`src/hdl/rdcl_ram.sv`:
```
module rdcl_ram #(
	parameter int unsigned WIDTH = 8,
	parameter int unsigned DEPTH = 16
) (
	input  logic                     clk,
	input  logic                     we,
	input  logic [$clog2(DEPTH)-1:0] waddr,
	input  logic [WIDTH-1:0]         wdata,
	input  logic [$clog2(DEPTH)-1:0] raddr,
	output logic [WIDTH-1:0]         rdata
);

	logic [WIDTH-1:0] mem [DEPTH];

	// Write port and registered read port
	always_ff @(posedge clk) begin
		if (we) begin
			mem[waddr] <= wdata;
		end
		rdata <= mem[raddr];
	end

endmodule

```
`config.mk`:
```
export PLATFORM = sky130hd
export DESIGN_NAME = rdcl_ram
export DESIGN_NICKNAME = d
export VERILOG_FILES = /design/src/hdl/rdcl_ram.sv
export SDC_FILE = /design/constraint.sdc
export NUM_CORES = 1
export LEC_CHECK = 0
export BUFFER_PORTS_ARGS = -buffer_cell sky130_fd_sc_hd__buf_4
export CORE_ASPECT_RATIO = 1.4
export CORE_MARGIN = 2
export CORE_UTILIZATION = 35
export CTS_CLUSTER_DIAMETER = 200
export CTS_CLUSTER_SIZE = 20
export DETAILED_ROUTE_END_ITERATION = 10
export SYNTH_ARGS = -nofsm -noshare
export SYNTH_HDL_FRONTEND = slang
export SYNTH_SLANG_ARGS = --single-unit
```
`constraint.sdc`:
```
create_clock -name clk -period 2.1 [get_ports clk]
set_clock_uncertainty 0.15 [all_clocks]
set_input_delay 0.315 -clock clk [delete_from_list [all_inputs] [get_ports clk]]
set_output_delay 0.315 -clock clk [all_outputs]
set_load 0.01 [all_outputs]
```
==> metrics.cfg <==
[grt]
grt_pass1_wl_um = 15300
grt_use_total = 0.138
grt_overflow = 0
grt_antenna_before_repair = 0
grt_max_degree = 17
grt_pass1_vias = 2540

[timing]
whs_ns = 0.0726
fin_crit_sh = 0.752
relSlewSlack = 0.735
finalSetupViolCount = 0
fmax_ghz = 0.633
slew_violations = 0
rsz0062_at_grt = false
fin_crit_ns = 1.58
finalSetupTns_ns = 0
tightest_slew_ns = 0.397
hold_viol_final = 0

[routing]
ant_nets = 0
first_pass_iters = 5
dr.first_iter.drc_count = 196
post_drt_wl_per_cell_um = 20.6
viasPerCell = 4.97
drcViolationCount = 0
via_count = 2464
drt_wl_total_um = 10200

[clocking]
post_cts_buffers = 0
insertion_delay_ns = 0.41
cts_resized = 0
cts_buffer_depth = 2
path_clk_slew_ns = 0.06
cts.sinks = 136
htree_levels = 4
tritoncts = built
clock-root-buffer = clkbuf_16
cts_buffers = 17
hold_buffers = 0

[yosys]
syn-cell-area_sq_um = 5150
synth_top_cell_area_share = 0.747
synth.most_common_cell = edfxtp_1
synth_edf_count = 128
postSynth.asyncResetShare = 0
synth_top_area_cell = edfxtp_1
syn-num-nets = 247
synth.avg_cell_area_sq_um = 22.5
ys_ff_latch = 136
yosys_warnings = 0
synthTopCellsByArea = edfxtp_1 (75%), mux4_2 (7.9%), mux4_1 (7.1%)
synth.distinct_cells = 19
synth_cells = 229
ys_seq_area_frac = 0.778
synth-main-ff-cell = edfxtp_1
synthTopCellsByCount = edfxtp_1 (128), mux4_2 (18), a22oi_1 (16)

[critical_path]
crit_buf_inv = 0
critPathRequiredTime_ns = 2.24
crit_chain = mux4_1 -> a22oi_1 -> nand2_1
path_delay_family = multiplexers
crit_slowest_cell = mux4_1
path_class = reg -> reg
max_stage_delay_ns = 0.54
critPathArrivalTime_ns = 1.72
start_kind = flip-flop
crit_path_end_kind = flip-flop
crit_fanout = 1

[finish]
num_antenna_cells = 0
instances_no_fill = 496
area_growth_pct = 24.0
fillers = 1236
nets = 312
fin_util = 0.442
layout-drive-gt1-share = 0.349

[pwr]
power_mw = 6.42
power_leakage_nw = 2.20
vdd_drop_max_v = 0.000503
cellPowerDensity_nw_per_um2 = 1010

[floorplanning]
die_x_um = 106
dieHeight_um = 147
initial_core_util = 0.356
std_cell_rows = 52
die_area_sq_um = 15700
io_pins = 26
coreArea_sq_um = 14400

[flow_run]
cap_violations = 0

[placement]
dp_hpwl_um = 6980
dp.cells = 464
io_buffers = 25
routabilityCongestion = 0.720

[run_status]
status = complete, no violations

[hold_path]
hp-class = in -> reg

## cell usage in the layout (no fill, tap or decap)
cell type and n:
mux4_1 14, nand2_1 9, nor2b_1 1, nand3b_1 2, clkinv_4 2, mux4_2 18
clkinv_2 2, nand3_1 1, clkinvlp_4 1, clkbuf_16 17, nor2_1 13, buf_12 4
buf_4 52, a22oi_1 16, inv_8 1, nor3_1 4, or3b_2 1, dfxtp_1 8
nand2b_1 2, bufinv_16 3, and2_1 1, and2b_1 1, edfxtp_1 128, inv_6 6
## registers in the layout, summed over array words and instances, names as in the netlist
| signal | count |
|---|---|
| rdata | 8 |
| mem | 128 |
## cell families after synthesis
kind of cell | after synthesis | share of synthesized area
buf+inv | 10 | 0.0168
mux | 32 | 0.150
compound gates | 16 | 0.0233
simple gates | 35 | 0.0318
flops | 136 | 0.778
## power by group
part | switching (mW) | total [mW] | internal, mW
clock network | 1.15 | 3.04 | 1.90
registers | 0.0191 | 3.05 | 3.03
logic | 0.168 | 0.322 | 0.154
total | 1.33 | 6.42 | 5.08
## cell type report
| type | instances | area [sq um] | area share |
|---|---|---|---|
| clock inverter | 15 | 189 | 0.0296 |
| sequential | 136 | 4000 | 0.627 |
| clock buffer | 17 | 425 | 0.0667 |
| tap | 189 | 236 | 0.0371 |
| multi-input combinational | 83 | 1060 | 0.166 |
| timing repair buffer | 56 | 470 | 0.0737 |
## per-stage QoR
stage / instance area, sq um / worst slack (ns)
2_1_floorplan: 5150 / 0.142
3_3_place_gp: 5770 / 0.175
3_5_place_dp: 5770 / 0.194
4_1_cts: 6380 / 0.542
5_1_grt: 6380 / 0.463
6_report: 6380 / 0.521
## routing by layer
layer,global-route usage,wire length (um)
met5,0,0
met4,0.0643,206
met3,0.0388,388
met2,0.219,5270
met1,0.176,4370
## final timing paths
kind | cells past startpoint | slack [ns] | start | endpoint
setup / recovery | 3 | 0.52 | mem[1][1] | rdata[1]
hold / removal | 1 | 0.07 | wdata[0] | mem[9][0]
setup reg to reg | 3 | 0.52 | mem[1][1] | rdata[1]
hold reg to reg | 3 | 0.52 | mem[12][2] | rdata[2]
No activity file was read; power rests on OpenSTA's default activity.
